===== src/design/olpd_pkg.sv =====
// package for the ordered list with positional delete
// holds sizes, command and status codes, cell operations and payload structs
// no dependencies
`default_nettype none

package olpd_pkg;

  // list capacity and derived widths
  localparam int unsigned LIST_DEPTH = 16;
  localparam int unsigned CNT_W      = $clog2(LIST_DEPTH + 1);
  localparam int unsigned IDX_W      = (LIST_DEPTH > 1) ? $clog2(LIST_DEPTH) : 1;
  localparam int unsigned DATA_W     = 32;
  localparam int unsigned POS_W      = 16;

  // request command codes
  typedef enum logic [2:0] {
    CMD_APPEND   = 3'd0,
    CMD_DEL_HEAD = 3'd1,
    CMD_DEL_TAIL = 3'd2,
    CMD_DEL_POS  = 3'd3,
    CMD_TRAVERSE = 3'd4
  } cmd_e;

  // result status codes
  typedef enum logic [2:0] {
    STAT_DONE    = 3'd0,
    STAT_EMPTY   = 3'd1,
    STAT_INVALID = 3'd2,
    STAT_BEYOND  = 3'd3,
    STAT_FULL    = 3'd4
  } status_e;

  // what a cell does: hold, load, shift or wrap
  typedef enum logic [1:0] {
    CELL_HOLD,
    CELL_LOAD,
    CELL_SHIFT,
    CELL_WRAP
  } cell_op_e;

  // control state of the top level
  typedef enum logic {
    ST_IDLE,
    ST_TRAV
  } state_e;

  // request payload
  typedef struct packed {
    logic [2:0]               command;
    logic signed [DATA_W-1:0] value;
    logic [POS_W-1:0]         position;
  } in_req_t;

  // result payload
  typedef struct packed {
    logic [2:0]               status;
    logic signed [DATA_W-1:0] element;
    logic                     element_valid;
    logic                     last;
  } out_rsp_t;

endpackage

`default_nettype wire


===== src/design/ordered_list_positional_delete.sv =====
// top level of the ordered list with positional delete
// depends on olpd_pkg and olpd_cell
//
// Keeps up to LIST_DEPTH signed 32-bit entries in a chain of cells, head in
// cell 0. Append, delete head, delete tail and delete at a 1-based position
// each give a single status result: append loads one cell, delete head and
// delete at a position shift the cells behind the gap left in one step, and
// delete tail only lowers the count. Traverse rotates the occupied cells
// left once per result and emits the head cell, ending in the original order;
// on an empty list it gives a single status result. A full output register
// that is not taken holds the rotation, and no new request is taken until
// the last element has been handed to the output register. Unused command
// codes are taken and give no result. The output register lets a new request
// in while the previous result is being taken.
`default_nettype none

module ordered_list_positional_delete (
  input  wire logic               clk_i,
  input  wire logic               rst_ni,
  input  wire logic               in_valid_i,
  output logic                    in_ready_o,
  input  wire olpd_pkg::in_req_t  in_req_i,
  output logic                    out_valid_o,
  input  wire logic               out_ready_i,
  output olpd_pkg::out_rsp_t      out_rsp_o
);
  import olpd_pkg::*;

  state_e             state_q, state_d;
  logic [CNT_W-1:0]   cnt_q, cnt_d;
  logic [IDX_W-1:0]   trav_q, trav_d;
  logic               out_valid_q, out_valid_d;
  out_rsp_t           out_q, out_d;
  logic               out_load;

  logic               in_fire;
  logic               out_free;
  logic               list_empty;
  logic               list_full;
  logic               trav_last;
  cmd_e               cmd;

  cell_op_e                 cell_op   [LIST_DEPTH];
  logic signed [DATA_W-1:0] cell_data [LIST_DEPTH];

  assign cmd        = cmd_e'(in_req_i.command);
  assign out_free   = !out_valid_q || out_ready_i;
  assign in_ready_o = (state_q == ST_IDLE) && out_free;
  assign in_fire    = in_valid_i && in_ready_o;
  assign list_empty = (cnt_q == '0);
  assign list_full  = (cnt_q == CNT_W'(LIST_DEPTH));
  assign trav_last  = ({1'b0, trav_q} == CNT_W'(cnt_q - 1'b1));

  // chain of cells
  for (genvar g = 0; g < LIST_DEPTH; g++) begin : g_cell
    logic signed [DATA_W-1:0] next_value;
    if (g < LIST_DEPTH - 1) begin : g_mid
      assign next_value = cell_data[g+1];
    end else begin : g_end
      assign next_value = cell_data[g];
    end
    olpd_cell u_cell (
      .clk_i        (clk_i),
      .op_i         (cell_op[g]),
      .load_value_i (in_req_i.value),
      .next_value_i (next_value),
      .head_value_i (cell_data[0]),
      .data_o       (cell_data[g])
    );
  end

  // per-cell operation for the current cycle
  always_comb begin
    for (int i = 0; i < LIST_DEPTH; i++) begin
      cell_op[i] = CELL_HOLD;
      if (state_q == ST_TRAV) begin
        if (out_free) begin
          if (CNT_W'(i) == CNT_W'(cnt_q - 1'b1)) begin
            cell_op[i] = CELL_WRAP;
          end else if (CNT_W'(i) < cnt_q) begin
            cell_op[i] = CELL_SHIFT;
          end
        end
      end else if (in_fire) begin
        case (cmd)
          CMD_APPEND: begin
            if (!list_full && CNT_W'(i) == cnt_q) cell_op[i] = CELL_LOAD;
          end
          CMD_DEL_HEAD: begin
            if (!list_empty) cell_op[i] = CELL_SHIFT;
          end
          CMD_DEL_POS: begin
            if (!list_empty && in_req_i.position != '0
                && {{(POS_W-CNT_W){1'b0}}, cnt_q} >= in_req_i.position
                && (i + 1) >= int'(in_req_i.position)) begin
              cell_op[i] = CELL_SHIFT;
            end
          end
          default: cell_op[i] = CELL_HOLD;
        endcase
      end
    end
  end

  // next state
  always_comb begin
    state_d = state_q;
    case (state_q)
      ST_IDLE: begin
        if (in_fire && cmd == CMD_TRAVERSE && !list_empty) state_d = ST_TRAV;
      end
      ST_TRAV: begin
        if (out_free && trav_last) state_d = ST_IDLE;
      end
      default: state_d = ST_IDLE;
    endcase
  end

  // result register, count and traverse index
  always_comb begin
    out_load = 1'b0;
    out_d    = out_q;
    cnt_d    = cnt_q;
    trav_d   = trav_q;
    case (state_q)
      ST_IDLE: begin
        out_d.element       = '0;
        out_d.element_valid = 1'b0;
        out_d.last          = 1'b1;
        out_d.status        = STAT_DONE;
        trav_d              = '0;
        if (in_fire) begin
          case (cmd)
            CMD_APPEND: begin
              out_load = 1'b1;
              if (list_full) out_d.status = STAT_FULL;
              else cnt_d = cnt_q + 1'b1;
            end
            CMD_DEL_HEAD, CMD_DEL_TAIL: begin
              out_load = 1'b1;
              if (list_empty) out_d.status = STAT_EMPTY;
              else cnt_d = cnt_q - 1'b1;
            end
            CMD_DEL_POS: begin
              out_load = 1'b1;
              if (list_empty) begin
                out_d.status = STAT_EMPTY;
              end else if (in_req_i.position == '0) begin
                out_d.status = STAT_INVALID;
              end else if (in_req_i.position > {{(POS_W-CNT_W){1'b0}}, cnt_q}) begin
                out_d.status = STAT_BEYOND;
              end else begin
                cnt_d = cnt_q - 1'b1;
              end
            end
            CMD_TRAVERSE: begin
              out_load = list_empty;
            end
            default: out_load = 1'b0;
          endcase
        end
      end
      ST_TRAV: begin
        if (out_free) begin
          out_load            = 1'b1;
          out_d.status        = STAT_DONE;
          out_d.element       = cell_data[0];
          out_d.element_valid = 1'b1;
          out_d.last          = trav_last;
          trav_d              = trav_q + 1'b1;
        end
      end
      default: out_load = 1'b0;
    endcase
    out_valid_d = out_load ? 1'b1 : (out_ready_i ? 1'b0 : out_valid_q);
  end

  // control registers
  always_ff @(posedge clk_i or negedge rst_ni) begin
    if (!rst_ni) begin
      state_q     <= ST_IDLE;
      cnt_q       <= '0;
      trav_q      <= '0;
      out_valid_q <= 1'b0;
    end else begin
      state_q     <= state_d;
      cnt_q       <= cnt_d;
      trav_q      <= trav_d;
      out_valid_q <= out_valid_d;
    end
  end

  // result payload register
  always_ff @(posedge clk_i) begin
    if (out_load) out_q <= out_d;
  end

  assign out_valid_o = out_valid_q;
  assign out_rsp_o   = out_q;

  // count never passes the capacity
  assert property (@(posedge clk_i) disable iff (!rst_ni)
    cnt_q <= CNT_W'(LIST_DEPTH))
    else $error("entry count above capacity");

  // a traverse of a non-empty list enters the emit state
  assert property (@(posedge clk_i) disable iff (!rst_ni)
    (in_fire && cmd == CMD_TRAVERSE && !list_empty) |=> (state_q == ST_TRAV))
    else $error("traverse did not start");

  // no request is taken while elements are being emitted
  assert property (@(posedge clk_i) disable iff (!rst_ni)
    (state_q == ST_TRAV) |-> !in_ready_o)
    else $error("request taken during traverse");

  // the entry count is unchanged across a whole traverse
  assert property (@(posedge clk_i) disable iff (!rst_ni)
    (state_q == ST_TRAV) |=> $stable(cnt_q))
    else $error("count changed during traverse");

endmodule

`default_nettype wire


===== src/design/olpd_cell.sv =====
// one storage cell of the list chain
// depends on olpd_pkg for the cell operation codes and data width
`default_nettype none

module olpd_cell (
  input  wire logic                              clk_i,
  input  wire olpd_pkg::cell_op_e                op_i,
  input  wire logic signed [olpd_pkg::DATA_W-1:0] load_value_i,
  input  wire logic signed [olpd_pkg::DATA_W-1:0] next_value_i,
  input  wire logic signed [olpd_pkg::DATA_W-1:0] head_value_i,
  output logic signed [olpd_pkg::DATA_W-1:0]      data_o
);
  import olpd_pkg::*;

  logic signed [DATA_W-1:0] data_q, data_d;

  // pick the new entry: appended value, right neighbor, or head on wrap
  always_comb begin
    case (op_i)
      CELL_LOAD:  data_d = load_value_i;
      CELL_SHIFT: data_d = next_value_i;
      CELL_WRAP:  data_d = head_value_i;
      default:    data_d = data_q;
    endcase
  end

  // payload register, no reset needed
  always_ff @(posedge clk_i) begin
    data_q <= data_d;
  end

  assign data_o = data_q;

endmodule

`default_nettype wire


===== config.mk =====
export PLATFORM = sky130hd
export DESIGN_NAME = ordered_list_positional_delete
export DESIGN_NICKNAME = d
export VERILOG_FILES = /design/src/design/olpd_pkg.sv /design/src/design/ordered_list_positional_delete.sv /design/src/design/olpd_cell.sv
export SDC_FILE = /design/constraint.sdc
export NUM_CORES = 1
export LEC_CHECK = 0
export ABC_AREA = 1
export ABC_CLOCK_PERIOD_IN_PS = 7000
export BUFFER_PORTS_ARGS = -buffer_cell sky130_fd_sc_hd__buf_2
export CAP_MARGIN = 10
export CORE_MARGIN = 5
export CORE_UTILIZATION = 35
export DETAILED_ROUTE_END_ITERATION = 8
export SLEW_MARGIN = 20
export SYNTH_ARGS = -nofsm -noshare
export SYNTH_HDL_FRONTEND = slang
export SYNTH_HIERARCHICAL = 1
export SYNTH_SLANG_ARGS = --single-unit

===== constraint.sdc =====
create_clock -name clk_i -period 7 [get_ports clk_i]
set_input_delay 0.35 -clock clk_i [delete_from_list [all_inputs] [get_ports clk_i]]
set_output_delay 0.35 -clock clk_i [all_outputs]
set_load 0.03 [all_outputs]

==> summary.md, run 1 <==
| Metric | Value |
|---|---|
| Clk_skew | 0.02350 ns |
| Initial Utilization | 0.3515 |
| Combinational family with the most area after synthesis | simple AND/OR/NAND/NOR gates |
| PostCTS Resize Cnt | 0 |
| Clk_lat worst skew | 0.59 ns |
| # clock sinks | 560 |
| Yosys reg bits | 560 |
| Synth Area in Adders | 0.004848 |
| Die area | 94530 um^2 |
| Tightest Hold Check Type | primary input to flop |
| Endpoints failing setup | 0 |
| Share of layout cells above drive strength 1 | 0.09663 |
| Post-synthesis simple-gate area fraction | 0.3510 |
| Vias per cell | ~5.3 |
| Drt first pass iters | 6 |
| Max clock buf depth | 3 |
| WL per Instance | 16.79 um |
| Worst endpoint data arrival time | between 5 and 6 ns |
| Final hold violations | 0 |
| Die W | 307.5 um |
| CTS clk-pin slew, worst paths | roughly 0.05 ns |
| Yosys top cell area share | 0.5323 |
| Crit. End Element | flop |
| RR Startpoint | cnt_q[2] |
| Biggest area consumer among synthesized cells | edfxtp_1 |
| Yosys warns | 6 |
| Synth top cells by count | nand3_1 (1555), nand2_1 (668), edfxtp_1 (549) |
| First-pass GRT wire length | between 100 and 150 mm |
| Buf+Inv Stages, Crit Path | 5 |
| Antenna viol nets, final | 0 |
| WL final | 75.35 mm |
| CP top delay family | buffers and inverters |
| Overflow left after global routing | 0 |
| Worst-margin pin slew | 1.066 ns |
| RSZ-0062 raised after global routing | false |
| Layout net count | 3344 |
| Compound-Gate Fraction of Synth Area | 0.01301 |
| # IOs | 94 |
| CP Launch Type | flop |
| PortBufs | 93 |
| Vias in the first global route | 22000 |
| Xor/xnor share of the synthesized area | 0.002303 |
| CTS buffer count | 66 |
| Critical path, cell by cell | clkinv_2, ha_1, nand2_1, inv_1, nand2_1, nand2_1, nand2_1, nand3_1, nand2_2, nand4_1, nand2_1, nand2_1, nand2_2, buf_4, clkinv_1, nand2_1, buf_4 |
| Top-count cell post-synth | nand3_1 |
| MaxCap Viol Count | 0 |
| Synth area leaders | edfxtp_1 (53%), nand3_1 (25%), nand2_1 (8.1%), buf_6 (3.5%), buf_4 (2.4%) |
| Initial drt markers | 2200 |
| Mux contribution to synthesized area | 0 |
| Post-synthesis cell area | ~31000 um^2 |
| Slew Limit Fails | 0 |
| CP Class | flop to flop |
| Core Box Area | 88100 um^2 |
| Yosys cell types | 47 |
| Vias after detailed routing | 23930 |
| Most used cell along the critical path | nand2_1 |
| Fillers | 8776 |
| Top_reg_cell synth | edfxtp_1 |
| GP Congestion | 0.8502 |
| CTS H-tree lvls | 3 |
| Worst Path Required | about 7.2 ns |
| Final Core Density | 0.3760 |
| Area grow syn2layout | 6.961% |
| Gate Count Post-Synth | 3350 |
| Status | finished, final reports clean |
| Syn avg cell area | 9.245 um^2 |
| PD cells | 231.6 nW/um^2 |
| CP startpoint | cnt_q[2] |
| GRT Resource Usage Total | 0.1567 |
| Clk root buf | clkbuf_16 |
| Slowest Stage Delay on Critical Path | 1.07 ns |
| Crit path max fanout | 65 |
| Sequential cell area fraction in the yosys report | 0.5412 |
| Post-route DRC | 0 |
| Async SR Flop Fraction | 0.01964 |
| Achievable clock frequency | 0.2043 GHz |
| Period utilization | 0.6992 |
| Critical-path top delay cell | clkinv_1 |
| Die height | 307.5 um |
| Mapped Nets | 3417 |
| Clock tree from TritonCTS | done |
| Dpl hpwl | 55.66 mm |
| Setup TNS Final | 0 ns |
| Antenna violations before repair | 2 |
| Worst VDD drop | 0.1880 mV |
| Tmin final | ~5 ns |
| Largest net degree at the start of global routing | 66 |
| Slew headroom | 0.2852 |
| Lkg Pwr | 0.01232 uW |
| Number of synthesized flops with an enable pin | 549 |
| Row count | around 110 |
| HP Start | in_req_i[50] |
routing by layer:
metal  global-route usage  share of wire  up-vias
met1               0.2270           0.46    11110
met4              0.04005          0.019        0
li1                     -              -    11870
met3              0.02483          0.071      110
met5                    0              0        -
met2               0.2472           0.45      840
state kept, by name, indices dropped and copies added, names as in the netlist:
register	cells
state_q	1
g_cell.u_cell/data_o	512
cnt_q	5
out_valid_o	1
trav_q	4
out_rsp_o	37
layout make-up:
| cell class | instances | area (um^2) | area share |
|---|---|---|---|
| Clock inverter | 26 | 222.7 | 0.006723 |
| Clock buffer | 87 | 1773 | 0.05352 |
| Tap cell | 1165 | 1458 | 0.04400 |
| Antenna cell | 1 | 2.502 | 0.00007554 |
| Inverter | 107 | 447.9 | 0.01352 |
| Sequential cell | 560 | 16760 | 0.5060 |
| Timing Repair Buffer | 143 | 843.3 | 0.02546 |
| Multi-Input combinational cell | 2399 | 11620 | 0.3507 |
metrics by stage:
step / setup WS (ns) / hold WS [ns] / total power [uW] / cells / area (um^2)
6_report: 2.105 / 0.1779 / 7673 / 4488 / 33130
5_1_grt: 1.707 / 0.1451 / 7992 / 4488 / 33130
4_1_cts: 2.291 / 0.1351 / 7762 / 4487 / 33120
3_5_place_dp: 2.330 / 0.2372 / 4550 / 4373 / 31110
3_3_place_gp: 2.371 / 0.2425 / 4538 / 4373 / 31110
2_1_floorplan: 3.815 / 0.05441 / 4368 / 3350 / 30970
tightest hold or removal path, stage by stage:
cell,delay [ns]
buf_2,0.12
a41oi_1,0.16
nand2_1,0.08
kinds of logic after synthesis:
kind of cell               after synthesis
and+or+nand+nor                       2316
DFF                                    560
AOI/OAI and AO/OA                       65
adders and majority gates               12
xor gates and xnor gates                 6
buffers and inverters                  391
layout by cell type, fill, tap and decap left out, types with 9 or more instances in the layout:
master     netlist  routed
nand3_1       1555    1554
nand2_1        668     649
edfxtp_1       549     549
buf_2           83      93
inv_1           79      78
clkbuf_16        0      68
buf_4          100      49
nor2_1          32      32
a21oi_1         27      27
nand2_2          7      26
nand4_1         19      19
clkbuf_1         4      19
inv_4           18      18
ha_1            12      12
dfrtp_1         11      11
nor3_1          10      10
clkinv_1         0      10
clkinv_2         1       9
inv_2            9       9
final timing paths:
path	endpoint	slack (ns)	cells past startpoint
worst max register to register	g_cell[14].u_cell/data_o[16]	2.11	17
max in group asynchronous	out_valid_o	6.59	2
min in group asynchronous	cnt_q[3]	0.20	2
worst max-delay path	g_cell[14].u_cell/data_o[16]	2.11	17
worst min register to register	g_cell[7].u_cell/data_o[23]	0.54	2
worst min-delay path	state_q	0.18	3
report_power, final:
group | internal [uW] | switching, uW | leakage, uW | total (uW)
clock network | 1860 | 1330 | 0.000969 | 3190
logic | 181 | 408 | 0.00622 | 590
registers | 3810 | 83.8 | 0.00513 | 3890
total | 5850 | 1820 | 0.0123 | 7670
what timing repair did:
| item | in CTS | in global routing |
|---|---|---|
| setup endpoints to repair | 0 | 0 |
| buffers inserted | 0 | 0 |
| hold endpoints to repair | 11 | 0 |
| hold buffers | 1 | 0 |
Power figures use the tool's default switching activity.
==> inputs of run 2 (changes only) <==
--- a/config.mk
+++ b/config.mk
@@ -5,8 +5,8 @@
 export SDC_FILE = /design/constraint.sdc
 export NUM_CORES = 1
 export LEC_CHECK = 0
-export ABC_AREA = 1
-export ABC_CLOCK_PERIOD_IN_PS = 7000
+export ABC_AREA = 0
+export ABC_CLOCK_PERIOD_IN_PS = 4400
 export BUFFER_PORTS_ARGS = -buffer_cell sky130_fd_sc_hd__buf_2
 export CAP_MARGIN = 10
 export CORE_MARGIN = 5
==> constraint.sdc (replaced) <==
create_clock -name clk_i -period 4.4 [get_ports clk_i]
set_input_delay 0.22 -clock clk_i [delete_from_list [all_inputs] [get_ports clk_i]]
set_output_delay 0.22 -clock clk_i [all_outputs]
set_load 0.03 [all_outputs]
==> run 2 against run 1 <==
  * Sequential share of layout area decreased by 0.50 points
  * Clock power grew 52%
  * Power grew 64%
  * Setup slack worse by 1.7 ns
  * Utilization up 1.6 points
  * Global-route usage rose by 2.0 points
  * Worst hold slack lost 0.16 ns
  * Clock skew rose by 0.022 ns
  * Critical path depth down 7
  * Cell area is 1.0% higher
  * Largest power group unchanged
  * Highest routed layer is now met5
==> summary.md, run 2 <==
| Metric | Value |
|---|---|
| Syn avg cell area | 11.51 um^2 |
| PortBufs | a little over 90 |
| Clock tree from TritonCTS | done |
| Final hold violations | 0 |
| Die area | 92220 um^2 |
| Clock power share | 0.385 |
| CP startpoint | cnt_q[1] |
| Die height | 303.7 um |
| Seq pwr share | 0.520 |
| Top-count cell post-synth | edfxtp_1 |
| Post-route DRC | 0 |
| Sequential cell area fraction in the yosys report | 0.5552 |
| Hold-fix buffers, CTS | 4 |
| Vias in the first global route | 20050 |
| Gate Count Post-Synth | 2622 |
| Clk root buf | clkbuf_16 |
| Overflow left after global routing | 0 |
| Dpl hpwl | 53.04 mm |
| WL per Instance | 21.88 um |
| Row count | between 100 and 150 |
| Endpoints failing setup | 0 |
| Register-to-Register Path Depth | 10 |
| WL final | 84.54 mm |
| Crit path max fanout | 26 |
| RR Startpoint | cnt_q[1] |
| Max clock buf depth | 3 |
| Period utilization | 0.9023 |
| Yosys top cell area share | 0.5461 |
| Clk_lat worst skew | 0.66 ns |
| Most frequent cells in the layout | edfxtp_1 (549), nor2_1 (535), a21oi_1 (522) |
| Worst-margin pin slew | approximately 1.1 ns |
| Commonest non-fill, non-tap cell in the layout | edfxtp_1 |
| Initial Utilization | 0.3534 |
| Share of layout cells above drive strength 1 | 0.1174 |
| Yosys reg bits | 560 |
| First-pass GRT wire length | 128.4 mm |
| Yosys cell types | 49 |
| Post-synthesis cell area | between 30000 and 40000 um^2 |
| Pint | 9417 uW |
| Antenna violations before repair | 4 |
| Top_reg_cell synth | edfxtp_1 |
| Reg-to-reg slack, setup | between 0.4 and 0.5 ns |
| Overall power | 12590 uW |
| # clock sinks | 560 |
| Vias per cell | 5.336 |
| Setup TNS Final | 0 ns |
| CP Class | flop to flop |
| GRT Resource Usage Total | 0.1766 |
| CTS clk-pin slew, worst paths | 0.06 ns |
| Status | finished, final reports clean |
| R2r endpoint | g_cell[12].u_cell/data_o[26] |
| Switch share | 0.2520 |
| Slew Limit Fails | 0 |
| PD cells | 376.3 nW/um^2 |
| Clk_skew | 0.04547 ns |
| Comb power frac | 0.094 |
| PostCTS Resize Cnt | 0 |
| Biggest area consumer among synthesized cells | edfxtp_1 |
| MaxCap Viol Count | 0 |
| Drt first pass iters | 6 |
| Slew headroom | 0.2961 |
| Number of synthesized flops with an enable pin | roughly 550 |
| CTS buffer count | 61 |
| Yosys warns | 6 |
| Vias after detailed routing | slightly above 20000 |
| Largest net degree at the start of global routing | 65 |
| Async SR Flop Fraction | 0.01964 |
| RSZ-0062 raised after global routing | false |
| Worst endpoint data arrival time | roughly 4.3 ns |
| Worst Path Required | 4.71 ns |
| Area grow syn2layout | 10.84% |
| Final Core Density | 0.3917 |
| GP Congestion | 0.8473 |
| Mapped Nets | between 2000 and 3000 |
| Max FFs per register | between 500 and 600 |
| # IOs | between 90 and 100 |
| Initial drt markers | 1997 |
| Lkg Pwr | 0.01060 uW |
| CTS H-tree lvls | 2 |
| Synth top cells by count | edfxtp_1 (549), nor2_1 (535), a21oi_1 (523) |
| Synth area leaders | edfxtp_1 (55%), mux2i_1 (17%), a21oi_1 (8.7%), nor2_1 (6.7%), buf_12 (3.2%) |
| Achievable clock frequency | between 0.2 and 0.3 GHz |
| Die W | 303.7 um |
| Switch Pwr | 3173 uW |
| CP Launch Type | flop |
| Post-CTS Setup Bufs | 0 |
| Core Box Area | about 85000 um^2 |
| Crit. End Element | flop |
| Worst VDD drop | 0.3134 mV |
| Antenna viol nets, final | 0 |
| Worst Setup EP | g_cell[12].u_cell/data_o[26] |
| Layout net count | 2739 |
| Tmin final | roughly 4.0 ns |
| Tightest Hold Check Type | primary input to asynchronous set/reset pin |
run 2: cell count changes after synthesis, sizes merged, moves of 16 or more:
cell    change
buf       -142
nor2      +490
a21oi     +495
and2       +32
mux2i     +516
nand3    -1538
nand2     -641
and3       +17
o21ai      +23
inv        -95
clkbuf     +63
or2        +16
run 2: cell type report:
class,instances,area (um^2)
fillers,8255,51950
flip-flops and latches,560,16760
multi-input cells,1846,11900
clock buffers,77,1608
repair buffers,192,1476
well taps,1144,1431
clock inverters,32,234.0
inverters,11,41.29
diodes,2,5.005
run 2: routing by layer:
metal  global-route usage  routed length [um]  up-vias
met5                    0                  32        -
met4              0.04912                2340        4
met3              0.02742                5612      133
met2               0.2760               37820      726
met1               0.2566               38730    10030
li1                     -                   -     9727
run 2: stage by stage:
step                      instance area (um^2)  setup slack (ns)  hold WS, ns  cells
after floorplan                          30190            0.4137     -0.07559   2622
after global placement                   31550            0.5291       0.1218   3748
after detailed placement                 31550            0.4663       0.1219   3748
after CTS                                33430            0.4392     0.002825   3861
after global routing                     33460            0.1860      0.03781   3862
final                                    33460            0.4299      0.02095   3864
run 2: logic make-up (layout without fill, tap and decap cells):
kind of cell,count (synthesis),in the layout,synth area share
adders and majority gates,12,12,0.004974
and+or+nand+nor,713,713,0.1000
buffers and inverters,216,312,0.06126
DFF,560,560,0.5552
other,0,2,0
AOI/OAI and AO/OA,591,591,0.1031
muxes,516,516,0.1711
xor gates and xnor gates,14,14,0.004311
run 2: how the worst min path moves through the flow:
stage / to / slack, ns / cells past startpoint / startpoint
floorplan: cnt_q[0] / -0.08 / 0 / rst_ni
global placement: out_valid_o / 0.12 / 1 / rst_ni
detailed placement: out_valid_o / 0.12 / 1 / rst_ni
CTS: cnt_q[1] / 0.003 / 2 / rst_ni
global route: cnt_q[1] / 0.04 / 2 / rst_ni
finish: out_valid_o / 0.02 / 2 / rst_ni
run 2: power by group through the flow:
stage               combinational [uW]  sequential (uW)  clock [uW]
CTS                               1190             6560        4980
finish                            1190             6550        4850
global route                      1320             6590        5190
floorplan                          741             6600           0
detailed placement                1180             6660           0
global placement                  1150             6660           0
run 2: critical path: stages, from the launching register on:
cell      delay (ns)
dfrtp_1         0.61
inv_1           0.29
ha_1            0.36
nor2b_1         0.13
o211ai_1        0.20
a21o_1          0.31
nand3_1         0.10
buf_4           0.27
o21ai_4         0.65
or2_2           0.45
buf_12          0.25
